===== src/sv/cdi_pkg.sv =====
// Shared types, widths and register codes for the corner distance interpolator.
package cdi_pkg;

   // Field widths
   localparam int HEIGHT_BITS = 24;
   localparam int FRAC_BITS   = 16;
   localparam int GRID_W      = 17;
   localparam int ALT_W       = 32;
   localparam int IDX_W       = 16;

   // Weight path: offsets and weights run up to 1.0 in Q1.FRAC_BITS
   localparam int WT_W        = FRAC_BITS + 1;
   localparam int SQ_W        = 2 * WT_W;
   localparam int SQRT_IN_W   = 2 * FRAC_BITS + 1;
   localparam logic [WT_W-1:0] ONE_Q = WT_W'(1) << FRAC_BITS;

   // Square root pipeline: one root bit per step
   localparam int SQRT_PER_STG = 3;
   localparam int SQRT_STG     = (SQRT_IN_W + 2 * SQRT_PER_STG - 1) / (2 * SQRT_PER_STG);
   localparam int SQRT_STEPS   = SQRT_PER_STG * SQRT_STG;
   localparam int SQRT_X_W     = 2 * SQRT_STEPS;
   localparam int ROOT_W       = SQRT_STEPS;
   localparam int REM_W        = SQRT_STEPS + 2;

   // Weighted sums
   localparam int PROD_W = WT_W + HEIGHT_BITS;
   localparam int NUM_W  = PROD_W + 2;
   localparam int DEN_W  = WT_W + 2;

   // Divider pipeline: one quotient bit per step
   localparam int DIV_PER_STG = 4;
   localparam int DIV_STG     = ALT_W / DIV_PER_STG;
   localparam int QSHIFT      = 8;

   // Register port
   localparam int ADDR_W = 4;
   localparam int DATA_W = 32;

   typedef enum logic [1:0] {
      REG_GRID_WIDTH  = 2'd0,
      REG_GRID_HEIGHT = 2'd1,
      REG_NO_DATA     = 2'd2
   } reg_index_type;

   typedef struct packed {
      logic        [IDX_W-1:0]       col_index;
      logic        [IDX_W-1:0]       row_index;
      logic        [FRAC_BITS-1:0]   frac_col;
      logic        [FRAC_BITS-1:0]   frac_row;
      logic signed [HEIGHT_BITS-1:0] h_here;
      logic signed [HEIGHT_BITS-1:0] h_right;
      logic signed [HEIGHT_BITS-1:0] h_below;
      logic signed [HEIGHT_BITS-1:0] h_diag;
   } req_type;

   typedef struct packed {
      logic signed [ALT_W-1:0] altitude_q8;
      logic                    no_valid_sample;
   } rsp_type;

endpackage


===== src/sv/cdi_isqrt.sv =====
// Pipelined floor square root, a few root bits per stage.
module cdi_isqrt import cdi_pkg::*; (
   input  logic                 clock,
   input  logic [SQRT_STG-1:0]  en,
   input  logic [SQRT_IN_W-1:0] x_in,
   output logic [WT_W-1:0]      root_out
);

   logic [SQRT_X_W-1:0] x_ff    [SQRT_STG];
   logic [REM_W-1:0]    rem_ff  [SQRT_STG];
   logic [ROOT_W-1:0]   root_ff [SQRT_STG];

   for (genvar j = 0; j < SQRT_STG; j++) begin : g_stg
      logic [SQRT_X_W-1:0] x_prev, x_in_v;
      logic [REM_W-1:0]    rem_prev, rem_in_v;
      logic [ROOT_W-1:0]   root_prev, root_in_v;

      if (j == 0) begin : g_first
         assign x_prev    = SQRT_X_W'(x_in);
         assign rem_prev  = '0;
         assign root_prev = '0;
      end else begin : g_next
         assign x_prev    = x_ff[j-1];
         assign rem_prev  = rem_ff[j-1];
         assign root_prev = root_ff[j-1];
      end

      // restoring digit steps: bring down two operand bits, try root*4+1
      always_comb begin
         logic [SQRT_X_W-1:0] x;
         logic [REM_W-1:0]    rem;
         logic [ROOT_W-1:0]   root;
         logic [REM_W+1:0]    r2;
         logic [REM_W+1:0]    trial;
         x    = x_prev;
         rem  = rem_prev;
         root = root_prev;
         for (int i = 0; i < SQRT_PER_STG; i++) begin
            r2    = {rem, x[SQRT_X_W-1 -: 2]};
            x     = x << 2;
            trial = (REM_W + 2)'({root, 2'b01});
            if (r2 >= trial) begin
               r2   = r2 - trial;
               root = {root[ROOT_W-2:0], 1'b1};
            end else begin
               root = {root[ROOT_W-2:0], 1'b0};
            end
            rem = r2[REM_W-1:0];
         end
         x_in_v    = x;
         rem_in_v  = rem;
         root_in_v = root;
      end

      always_ff @(posedge clock) begin
         if (en[j]) begin
            x_ff[j]    <= x_in_v;
            rem_ff[j]  <= rem_in_v;
            root_ff[j] <= root_in_v;
         end
      end
   end

   assign root_out = root_ff[SQRT_STG-1][WT_W-1:0];

endmodule


===== config.mk =====
export PLATFORM = sky130hd
export DESIGN_NAME = cdi_isqrt
export DESIGN_NICKNAME = d
export VERILOG_FILES = /design/src/sv/cdi_pkg.sv /design/src/sv/cdi_isqrt.sv
export SDC_FILE = /design/constraint.sdc
export NUM_CORES = 1
export LEC_CHECK = 0
export BUFFER_PORTS_ARGS = -buffer_cell sky130_fd_sc_hd__buf_2
export CAP_MARGIN = 20
export CELL_PAD_IN_SITES_DETAIL_PLACEMENT = 1
export CELL_PAD_IN_SITES_GLOBAL_PLACEMENT = 1
export CORE_ASPECT_RATIO = 1.75
export CORE_MARGIN = 4
export CORE_UTILIZATION = 25
export CTS_CLUSTER_SIZE = 24
export DETAILED_ROUTE_END_ITERATION = 6
export PLACE_DENSITY_LB_ADDON = 0.1
export SYNTH_ARGS = -nofsm -noshare
export SYNTH_HDL_FRONTEND = slang
export SYNTH_SLANG_ARGS = --single-unit

===== constraint.sdc =====
create_clock -name clock -period 10.2 [get_ports clock]
set_input_delay 1.02 -clock clock [delete_from_list [all_inputs] [get_ports clock]]
set_output_delay 1.02 -clock clock [all_outputs]
set_load 0.02 [all_outputs]

### Word-level counts from Yosys, hierarchy flattened

Memory sizes are Yosys's and may differ from the RTL's.
Cells that the tools add are included.
W data, S select, Z words.

* bits in registers: 0
* RAM bits: 408
* input bits: 40
* output and inout port bits: 17
* logic and storage cells: 83
* memories kept: 3

* $add $sub $neg: 17
* magnitude comparators: 17
* muxes and demuxes: 46

Memory list
* x_ff: depth 6, bits a word 30, rd ports 5, clocked after Yosys merged registers in 0, write ports 6, line cdi_isqrt.sv:9 `logic [SQRT_X_W-1:0] x_ff [SQRT_STG];`
* rem_ff: depth 6, bits a word 20, rd ports 5, clocked after Yosys merged registers in 0, write ports 6, line cdi_isqrt.sv:10 `logic [REM_W-1:0] rem_ff [SQRT_STG];`
* root_ff: depth 6, bits a word 18, rd ports 6, clocked after Yosys merged registers in 0, write ports 6, line cdi_isqrt.sv:11 `logic [ROOT_W-1:0] root_ff [SQRT_STG];`

Operator list (count)
* $mux W20: 17
* $ge A22 B20 Y1: 15
* $sub A20 B20 Y20: 15
* $mux W1: 29
* $ge A22 B3 Y1: 1
* $sub A20 B3 Y20: 1
* $sub A1 B1 Y2 const B: 1
* $ge A1 B1 Y1 const B: 1

### Longest topological paths before layout

An unclocked memory read counts as a cell.

* depth after elaboration: 7
* depth in mapped cells: 37
* gate-level depth less buffers: 35

### Worst setup path after synthesis

No wires, ideal clock.

* path kind: register -> register
* start point: mem rem_ff[3][8] in the netlist's numbering
* end point: mem rem_ff[4][2] in the netlist's numbering, data pin
* library setup time: 0.258 ns
* arrival time: 7.345 ns
* data required time: 9.942 ns
* path slack: 2.598 ns
* cell stages (with the launch flop): 33
* path buffers: 5
* clock period less this slack: 7.602 ns
* path through: edfxtp_1 ha_1 nand3_1 nor4_2 a41oi_1 nand3_1 clkbuf_1 clkbuf_1 a21oi_1 ha_1 clkbuf_1 and2_1 and4_1 nand3_1 a311oi_1 a2111oi_0 nand4_1 or4_1 inv_2 buf_1 o21ai_0 ha_1 a21o_1 a21o_1 a21oi_1 o21ai_0 or3_1 o211ai_1 nand4_1 nor2_1 clkbuf_1 nor2_1 xnor2_1

RTL lines (line)
* start, declared: cdi_isqrt.sv:10

==> out/metrics.csv <==
metric;value;unit
num_vias;15620;
regToRegSetupSlack;0.69;ns
ant_nets;0;
cp_slowest_cell;or4b_2;
crit_path_start_kind;flop;
viasPerCell;5.150;
die_w;215.1;um
io_buffers;56;
synth-seq-area-share;37.14;%
pwr-share-seq;27.0;%
place.gp.congestion;0.8476;
setup_viol;0;
grt_pass1_wl;103.0;mm
synthMuxAreaShare;2.188;%
netlist_instances;2013;
synth_cell_types;86;
syn_avg_cell_area;9.318;um^2
clk-insertion-delay-late;0.58;ns
cp_common_cell;nor2_1;
syn_nets;2219;
required;10.49;ns
cellPowerDensity;257.4;nW/um^2
die_y;370.4;um
clock.fmax;0.1051;GHz
final_layout_size_suffix_gt1_share;8.735;%
slew_violations;0;
cts_buffer_depth;3;
cts_num_sinks;232;
comb_power_share;55.3;%
coreArea;74160;um^2
synthFlopType;edfxtp_1;
hold_ws;0.4117;ns
slew-limit-headroom;33.80;%
grt_max_degree;50;
async_reset_ff_share;0;%
timing.final.crit_share;93.26;%
clk_pin_slew;0.06;ns
rr_startpoint;root_ff[1][3];
area_growth;12.33;%
hold_violations;0;
grt_pass1_vias;16750;
post_layout_nonfiller_instances;3033;
nets;2283;
grtUsageTotal;16.80;%
holdPathEnd;x_ff[2][23];
synth_xor_area_share;8.452;%
initialDrtViolationCount;527;
min_delay_path_depth;0;
critPathKind;reg2reg;
dp.cells;2985;
cts_buffers;28;
io_pins;57;
clkPwrFrac;17.8;%
fin_skew;0.01519;ns
min_period;9.512;ns
leakagePower;8.314;nW
drv_cap;0;
worstSetupStartpoint;root_ff[1][3];
drc;0;
cts_root_buffer;clkbuf_16;
antenna_found_initial;0;
max_stage_delay;1.03;ns
overflow;0;
p_int;2.986;mW
ys_warn_count;0;
synth_edf_count;232;
synth-seq-cells;232;
place_ws;0.2331;ns
ir_drop;139.9;uV
wl_per_cell;22.73;um
netlist_area;18760;um^2
setup_tns;0;ns
crit_path_end_kind;flop;
synth_compound_area_share;19.23;%
synthSimpleGateAreaFrac;18.44;%
rsz0062_at_grt;no;
tritoncts;done;
worstHoldStart;x_ff[1][17];
synth_adder_area_share;11.07;%
status;finished clean;
tightest_slew;0.9806;ns
placementRows;132;
htreeDepth;1;
diodes;0;
switching_share;44.94;%
drt_pass1_iterations;7;
r2r_cells;31;
arrival;9.81;ns
start_util;25.29;%
postCtsSetupBuffers;0;
crit_path_max_fanout;25;
r2r-end;rem_ff[2][10];
p_sw;2.437;mW
dp_hpwl;57.52;mm
finalWorstSetupSlack;0.6878;ns
die_area;79650;um^2
hp-class;reg2reg;
synth_top_family_by_area;compound AO/OA/AOI/OAI gates;
routed_wl;68.94;mm
## how the worst max path moves through the flow
stage | cells past startpoint | endpoint
after floorplan | 32 | rem_ff[4][2]
after global placement | 31 | rem_ff[2][10]
after detailed placement | 29 | rem_ff[3][8]
after CTS | 29 | rem_ff[3][8]
after global routing | 31 | rem_ff[2][10]
final | 31 | rem_ff[2][10]
## Yosys cell counts, types with 44 or more instances
library cell,instances,area (um^2)
edfxtp_1,232,6967
nand2_1,173,649.4
a21oi_1,167,835.8
ha_1,166,2077
nor2_1,142,533.0
inv_1,123,461.7
xnor2_1,121,1060
o21ai_0,119,595.6
xor2_1,60,525.5
nor3_1,57,285.3
a21o_1,56,420.4
nand3_1,44,220.2
## state kept, by name, summed over array words and instances (netlist names)
signal / flops
x_ff: 90
rem_ff: 85
root_ff: 57
## kinds of logic (layout without fill, tap and decap cells)
logic type,Yosys count,count (layout)
compound gates,559,559
xor+xnor,181,181
buf+inv,167,249
flops,232,232
simple gates,671,671
fa+ha+maj,166,166
mux,37,37
## power by group through the flow
stage	clock network, mW	registers [mW]	logic (mW)
after floorplan	0	1.39	2.15
after global placement	0	1.49	2.99
after detailed placement	0	1.49	3.02
after CTS	1.01	1.47	3.04
after global routing	1.05	1.48	3.32
final	0.963	1.46	3.00
## final cells by class
type | count | area [um^2]
Sequential cell | 232 | 6967
Clock inverter | 15 | 137.6
Tap cell | 938 | 1174
Inverter | 127 | 476.7
Clock buffer | 33 | 719.4
Multi-Input combinational cell | 1614 | 11170
Timing Repair Buffer | 74 | 427.9
Fill cell | 8506 | 53090
## cells in the final DEF, fill, tap and decap left out, types with 9 or more instances in the layout
cell type  count
edfxtp_1     232
nand2_1      173
a21oi_1      166
ha_1         166
nor2_1       142
inv_1        123
xnor2_1      121
o21ai_0      119
xor2_1        60
nor3_1        57
a21o_1        56
buf_2         56
nand3_1       44
nand2b_1      33
nor2b_1       30
o21a_1        29
clkbuf_16     28
nand4_1       27
nor4_1        26
a31oi_1       22
o31ai_1       22
mux2_2        20
or3_1         20
and2_1        19
and3_1        18
o211ai_1      18
a211oi_1      17
buf_4         17
o21bai_1      15
mux2i_1       14
or2_2         12
and4_1        10
or4_1         10
a211o_1        9
## stage by stage
step | area (um^2) | utilization (%) | power, mW
after global routing | 21070 | 28.41 | 5.855
final | 21070 | 28.41 | 5.423
after detailed placement | 20190 | 27.23 | 4.512
after floorplan | 18760 | - | 3.540
after global placement | 20170 | 27.20 | 4.478
after CTS | 21050 | 28.38 | 5.523
## worst max-delay path: cells and delay by family (launching register included)
family                     cells  cell delay (ns)
xor gates and xnor gates       2             0.41
DFF                            1             0.41
adders and majority gates      3             1.05
buffers and inverters          5             1.14
AOI/OAI and AO/OA              8             2.07
and+or+nand+nor               13             4.11
## metal layers
metal / part of all wire (%) / global-route usage [%]
met1: 34 / 15.49
met2: 60 / 36.95
met3: 1.7 / 1.231
met4: 3.9 / 6.161
met5: 0 / 0
## timing repair
item	in CTS	in global routing
hold buffers	0	0
resized for setup	0	4
setup endpoints to repair	0	32
Note: power is estimated with default switching activity, not from simulation.
