===== src/sv/cdi_pkg.sv =====
// Shared types, widths and register codes for the corner distance interpolator.
package cdi_pkg;

   // Field widths
   localparam int HEIGHT_BITS = 24;
   localparam int FRAC_BITS   = 16;
   localparam int GRID_W      = 17;
   localparam int ALT_W       = 32;
   localparam int IDX_W       = 16;

   // Weight path: offsets and weights run up to 1.0 in Q1.FRAC_BITS
   localparam int WT_W        = FRAC_BITS + 1;
   localparam int SQ_W        = 2 * WT_W;
   localparam int SQRT_IN_W   = 2 * FRAC_BITS + 1;
   localparam logic [WT_W-1:0] ONE_Q = WT_W'(1) << FRAC_BITS;

   // Square root pipeline: one root bit per step
   localparam int SQRT_PER_STG = 3;
   localparam int SQRT_STG     = (SQRT_IN_W + 2 * SQRT_PER_STG - 1) / (2 * SQRT_PER_STG);
   localparam int SQRT_STEPS   = SQRT_PER_STG * SQRT_STG;
   localparam int SQRT_X_W     = 2 * SQRT_STEPS;
   localparam int ROOT_W       = SQRT_STEPS;
   localparam int REM_W        = SQRT_STEPS + 2;

   // Weighted sums
   localparam int PROD_W = WT_W + HEIGHT_BITS;
   localparam int NUM_W  = PROD_W + 2;
   localparam int DEN_W  = WT_W + 2;

   // Divider pipeline: one quotient bit per step
   localparam int DIV_PER_STG = 4;
   localparam int DIV_STG     = ALT_W / DIV_PER_STG;
   localparam int QSHIFT      = 8;

   // Register port
   localparam int ADDR_W = 4;
   localparam int DATA_W = 32;

   typedef enum logic [1:0] {
      REG_GRID_WIDTH  = 2'd0,
      REG_GRID_HEIGHT = 2'd1,
      REG_NO_DATA     = 2'd2
   } reg_index_type;

   typedef struct packed {
      logic        [IDX_W-1:0]       col_index;
      logic        [IDX_W-1:0]       row_index;
      logic        [FRAC_BITS-1:0]   frac_col;
      logic        [FRAC_BITS-1:0]   frac_row;
      logic signed [HEIGHT_BITS-1:0] h_here;
      logic signed [HEIGHT_BITS-1:0] h_right;
      logic signed [HEIGHT_BITS-1:0] h_below;
      logic signed [HEIGHT_BITS-1:0] h_diag;
   } req_type;

   typedef struct packed {
      logic signed [ALT_W-1:0] altitude_q8;
      logic                    no_valid_sample;
   } rsp_type;

endpackage


===== src/sv/cdi_div.sv =====
// Pipelined unsigned restoring divider, a few quotient bits per stage.
module cdi_div import cdi_pkg::*; (
   input  logic               clock,
   input  logic [DIV_STG-1:0] en,
   input  logic [NUM_W-1:0]   num_in,
   input  logic [DEN_W-1:0]   den_in,
   output logic [ALT_W-1:0]   quo_out
);

   // low word holds the dividend bits still to bring down, quotient bits shift in
   logic [DEN_W-1:0] rem_ff [DIV_STG];
   logic [ALT_W-1:0] low_ff [DIV_STG];
   logic [DEN_W-1:0] den_ff [DIV_STG];

   for (genvar j = 0; j < DIV_STG; j++) begin : g_stg
      logic [DEN_W-1:0] rem_prev, rem_in_v, den_prev;
      logic [ALT_W-1:0] low_prev, low_in_v;

      if (j == 0) begin : g_first
         // dividend is num_in scaled by 2^QSHIFT; its top bits start below den
         assign rem_prev = num_in[NUM_W-1 -: DEN_W];
         assign low_prev = ALT_W'({num_in[NUM_W-DEN_W-1:0], QSHIFT'(0)});
         assign den_prev = den_in;
      end else begin : g_next
         assign rem_prev = rem_ff[j-1];
         assign low_prev = low_ff[j-1];
         assign den_prev = den_ff[j-1];
      end

      always_comb begin
         logic [DEN_W-1:0] rem;
         logic [ALT_W-1:0] low;
         logic [DEN_W:0]   t;
         rem = rem_prev;
         low = low_prev;
         for (int i = 0; i < DIV_PER_STG; i++) begin
            t   = {rem, low[ALT_W-1]};
            low = low << 1;
            if (t >= {1'b0, den_prev}) begin
               t      = t - {1'b0, den_prev};
               low[0] = 1'b1;
            end
            rem = t[DEN_W-1:0];
         end
         rem_in_v = rem;
         low_in_v = low;
      end

      always_ff @(posedge clock) begin
         if (en[j]) begin
            rem_ff[j] <= rem_in_v;
            low_ff[j] <= low_in_v;
            den_ff[j] <= den_prev;
         end
      end
   end

   assign quo_out = low_ff[DIV_STG-1];

endmodule


===== config.mk =====
export PLATFORM = sky130hd
export DESIGN_NAME = cdi_div
export DESIGN_NICKNAME = d
export VERILOG_FILES = /design/src/sv/cdi_pkg.sv /design/src/sv/cdi_div.sv
export SDC_FILE = /design/constraint.sdc
export NUM_CORES = 2
export LEC_CHECK = 0
export BUFFER_PORTS_ARGS = -buffer_cell sky130_fd_sc_hd__buf_2
export CAP_MARGIN = 5
export CORE_ASPECT_RATIO = 0.6
export CORE_MARGIN = 3
export CORE_UTILIZATION = 30
export CTS_CLUSTER_DIAMETER = 30
export DETAILED_ROUTE_END_ITERATION = 16
export SLEW_MARGIN = 40
export SYNTH_ARGS = -nofsm -noshare
export SYNTH_HDL_FRONTEND = slang
export SYNTH_SLANG_ARGS = --single-unit

===== constraint.sdc =====
create_clock -name clock -period 16.7 [get_ports clock]
set_input_delay 0 -clock clock [delete_from_list [all_inputs] [get_ports clock]]
set_output_delay 0 -clock clock [all_outputs]
set_load 0.02 [all_outputs]

Word level (Yosys, flattened, before mapping)
Memories as Yosys holds them, arrays and structs flattened.
Cells that the tools add are included.
Widths: inputs -> output; s select.
{"block": "totals", "memories": 3, "register_bits": 0, "elab_cells": 147, "output_inout_bits": 32, "ramBits": 560}
{"name": "low_ff", "words": 8, "width": 32, "read_ports": 8, "rd_clocked_by_memory_dff": 0, "wr": 8, "line_no": "cdi_div.sv:12", "rtl": "logic [ALT_W-1:0] low_ff [DIV_STG];"}
{"name": "den_ff", "words": 8, "width": 19, "read_ports": 7, "rd_clocked_by_memory_dff": 0, "wr": 8, "line_no": "cdi_div.sv:13", "rtl": "logic [DEN_W-1:0] den_ff [DIV_STG];"}
{"name": "rem_ff", "words": 8, "width": 19, "read_ports": 7, "rd_clocked_by_memory_dff": 0, "wr": 8, "line_no": "cdi_div.sv:11", "rtl": "logic [DEN_W-1:0] rem_ff [DIV_STG];"}
{"block": "classes", "mux": 80, "order_cmp": 32, "add_sub_neg": 32}
{"cell": "$ge 20x19->1", "count": 32}
{"cell": "$mux 19", "count": 32}
{"cell": "$sub 19x19->19", "count": 32}
{"cell": "$mux 1", "count": 48}

Depth between registers and ports, before layout
An unclocked memory read counts as a cell.
{"block": "logic_depth", "word_depth": 9, "depth_mapped": 55}

Worst setup path after synthesis
OpenSTA, ideal clock, no wires.
{"block": "synth_path", "path_type": "reg-to-reg", "start": "memory den_ff[4][1] (netlist name)", "end": "memory rem_ff[5][10] (netlist name) (data pin)", "path_stages_with_launch": 50, "arrival_time_ns": 10.398, "t_required_ns": 16.439, "path_slack_ns": 6.041, "synth_period_minus_slack_ns": 10.659, "path_buffers": 5, "cell_sequence": "edfxtp_1 -> inv_1 -> fa_1 -> a211o_1 -> o211ai_1 -> a211oi_1 -> o21ai_0 -> a21oi_1 -> nor3_2 -> inv_2 -> clkbuf_1 -> o21ai_0 -> fa_1 -> nor2b_1 -> o31ai_1 -> a21oi_1 -> nor2_1 -> a21o_1 -> (+14 left out) -> nand2_1 -> buf_2 -> nand2_1 -> o21ai_0 -> ha_1 -> a21o_1 -> a21oi_1 -> nand2_1 -> a2111oi_0 -> nor3_1 -> nor4_1 -> nor2_1 -> a21bo_2 -> nand4bb_1 -> nor2b_1 -> buf_4 -> buf_6 -> a221o_1"}
{"element": "start: declaration", "line_no": "cdi_div.sv:13"}
{"element": "end: declaration", "line_no": "cdi_div.sv:11"}

==> flow_metrics.env <==
export IMPL_ys_seq_area_frac=0.289
export IMPL_critPathSlowestCell="edfxtp_1"
export IMPL_drc=0
export IMPL_hold_viol=0
export IMPL_start_util=0.303
export IMPL_critical_path_startpoint="den_ff[2][1]"
export IMPL_ff2ff_path_depth=44
export IMPL_cp_start_kind="flop"
export IMPL_dieArea_um2=168000
export IMPL_yosys_warnings=0
export IMPL_syn_avg_cell_area_um2=9.08
export IMPL_grt_pass1_wl_um=232000
export IMPL_crit_required_ns=17.12
export IMPL_path_max_fanout=32
export IMPL_die_height_um=319
export IMPL_synthDistinctLibCells=105
export IMPL_dr_first_iter_drc_count=4596
export IMPL_criticalPathCategory="flop to flop"
export IMPL_routedWlPerCell_um=19.7
export IMPL_htree_levels=3
export IMPL_netlist_area_um2=48900
export IMPL_cts_tree="yes"
export IMPL_min_path_type="input port to flop"
export IMPL_syn_to_final_growth_pct=13.9
export IMPL_finalClockSkew_ns=0.0685
export IMPL_io_buffer_count=102
export IMPL_die_x_um=527
export IMPL_setup_violations=0
export IMPL_cts_root_buf="clkbuf_16"
export IMPL_postCtsSetupBuffers=0
export IMPL_drt_total_wl_um=154000
export IMPL_grt_pass1_vias=38473
export IMPL_slowest_delay_ns=0.69
export IMPL_dr_pass1_iters=6
export IMPL_rsz0062_at_grt="false"
export IMPL_grt_max_degree=63
export IMPL_syn_inst=5381
export IMPL_synthFlopType="edfxtp_1"
export IMPL_synth_async_reset_ratio=0
export IMPL_drv_slew=0
export IMPL_status="completed"
export IMPL_core_um2=161000
export IMPL_nNetsFinal=6272
export IMPL_min_period_over_period=0.820
export IMPL_maxCapViolCount=0
export IMPL_gp_congestion=0.952
export IMPL_clkLatencyLatePin_ns=0.68
export IMPL_nFillCells=16420
export IMPL_layout_min_cycle_time_ns=13.70
export IMPL_place_area_um2=52000
export IMPL_r2r_slack_ns=3.00
export IMPL_grt_usage=0.175
export IMPL_antenna_found_initial=4
export IMPL_synth_seq_cells=470
export IMPL_cts_resized=0
export IMPL_io_pins=103
export IMPL_r2r_start="den_ff[2][1]"
export IMPL_crit_arrival_ns=14.12
export IMPL_num_rows=114
export IMPL_dp_slack_ns=3.19
export IMPL_setup_tns_ns=0
export IMPL_vias=42270
export IMPL_numCtsBuffers=89
export IMPL_crit_path_end_kind="flop"
export IMPL_worst_slack_ns=3.00
export IMPL_max_freq_mhz=73.0
export IMPL_cts_sinks=470
export IMPL_path_common_cell="a31oi_1"
export IMPL_final_area_um2=55600
export IMPL_clk_pin_slew_worst_paths_ns=0.06
export IMPL_synth_edf_count=470
export IMPL_syn_num_nets=6079
export IMPL_grt_overflow_total=0
export IMPL_cts_buffer_depth=3
export IMPL_rr_endpoint="rem_ff[3][4]"
export IMPL_drt_vias_per_instance=5.42
export IMPL_dp_hpwl_um=125000
export IMPL_tightestPinTransition_ns=0.838
export IMPL_crit_path_end="rem_ff[3][4]"
export IMPL_antenna_left=0
export IMPL_slew_headroom=0.438
export IMPL_final_layout_size_suffix_gt1_frac=0.115
[routing by layer]
| layer | wire, um | track usage | vias to the layer above |
|---|---|---|---|
| li1 | - | - | 20559 |
| met1 | 78900 | 0.279 | 20015 |
| met2 | 56000 | 0.225 | 1543 |
| met3 | 15800 | 0.0524 | 153 |
| met4 | 2790 | 0.0345 | 0 |
| met5 | 0 | 0 | - |
[metrics by stage]
step                hold WS, ns  cells   util
finish                   0.0460   7795  0.345
global route             0.0168   7794  0.345
CTS                     0.00106   7793  0.344
detailed placement        0.179   7573  0.322
global placement          0.180   7568  0.322
floorplan                0.0989   5381      -
[Yosys cell counts (49+ instances only)]
cell type,n,area [um2]
ha_1,601,7520
edfxtp_1,470,14100
a21oi_1,414,2070
nand2_1,385,1450
nor2_1,385,1450
inv_1,382,1430
o21ai_0,367,1840
xnor2_1,270,2360
mux2_2,236,2660
a21o_1,164,1230
xor2_1,138,1210
nor3_1,113,566
nand3_1,99,495
o21a_1,99,743
nor2b_1,92,576
nand2b_1,82,513
nand4_1,77,482
mux2i_1,67,671
and3_1,55,344
o21bai_1,54,405
a31oi_1,49,307
[registers in the layout, indices dropped and copies added, names as in the netlist]
name	flops
den_ff	133
rem_ff	133
low_ff	204
[worst max-delay path, delay by kind of cell (launching register included)]
family / cells / cell delay [ns]
compound gates: 22 / 6.07
simple gates: 8 / 1.92
buf+inv: 6 / 1.67
fa+ha+maj: 4 / 1.56
mux: 4 / 1.44
flops: 1 / 0.69
[timing repair]
| action | CTS | global route |
|---|---|---|
| endpoints found under the hold margin | 233 | 0 |
| hold buffers | 56 | 0 |
| setup endpoints to repair | 0 | 0 |
[kinds of logic (layout without fill, tap and decap cells)]
logic type / after synthesis / in the layout / share of synthesized area
AOI/OAI and AO/OA: 1594 / 1594 / 0.213
xor gates and xnor gates: 408 / 408 / 0.0731
adders and majority gates: 627 / 627 / 0.165
buffers and inverters: 484 / 750 / 0.0387
DFF: 470 / 470 / 0.289
muxes: 325 / 325 / 0.0746
other: 0 / 2 / 0
and+or+nand+nor: 1473 / 1473 / 0.147
[final cells by class]
type	instances	area, um2	share of cell area
clock buffer	97	2280	0.0409
multi-input combinational	4427	32900	0.592
antenna	2	5.00	0.0000899
sequential	470	14100	0.254
inverter	392	1470	0.0264
timing repair buffer	194	1400	0.0251
tap	2146	2690	0.0483
clock inverter	67	764	0.0137
[how the worst min path moves through the flow]
stage	endpoint	from	slack, ns	cells past startpoint
final	rem_ff[0][15]	num_in[35]	0.05	5
after global routing	low_ff[0][19]	num_in[7]	0.02	2
after CTS	den_ff[0][4]	den_in[4]	0.001	2
after detailed placement	low_ff[0][29]	num_in[17]	0.18	1
after global placement	low_ff[0][28]	num_in[16]	0.18	1
after floorplan	den_ff[0][0]	den_in[0]	0.1	0
[layout by cell type (no fill, tap or decap), types with 113 or more instances in the layout]
master	synthesis	layout
xor2_1	138	138
mux2_2	236	236
nor3_1	113	113
o21ai_0	367	367
ha_1	601	601
a21o_1	164	164
nand2_1	385	385
a21oi_1	414	414
edfxtp_1	470	470
nor2_1	385	384
xnor2_1	270	270
inv_1	382	382
Power is not shown: default switching activity piles up to over one toggle a cycle in this logic, so the estimate is an artifact.
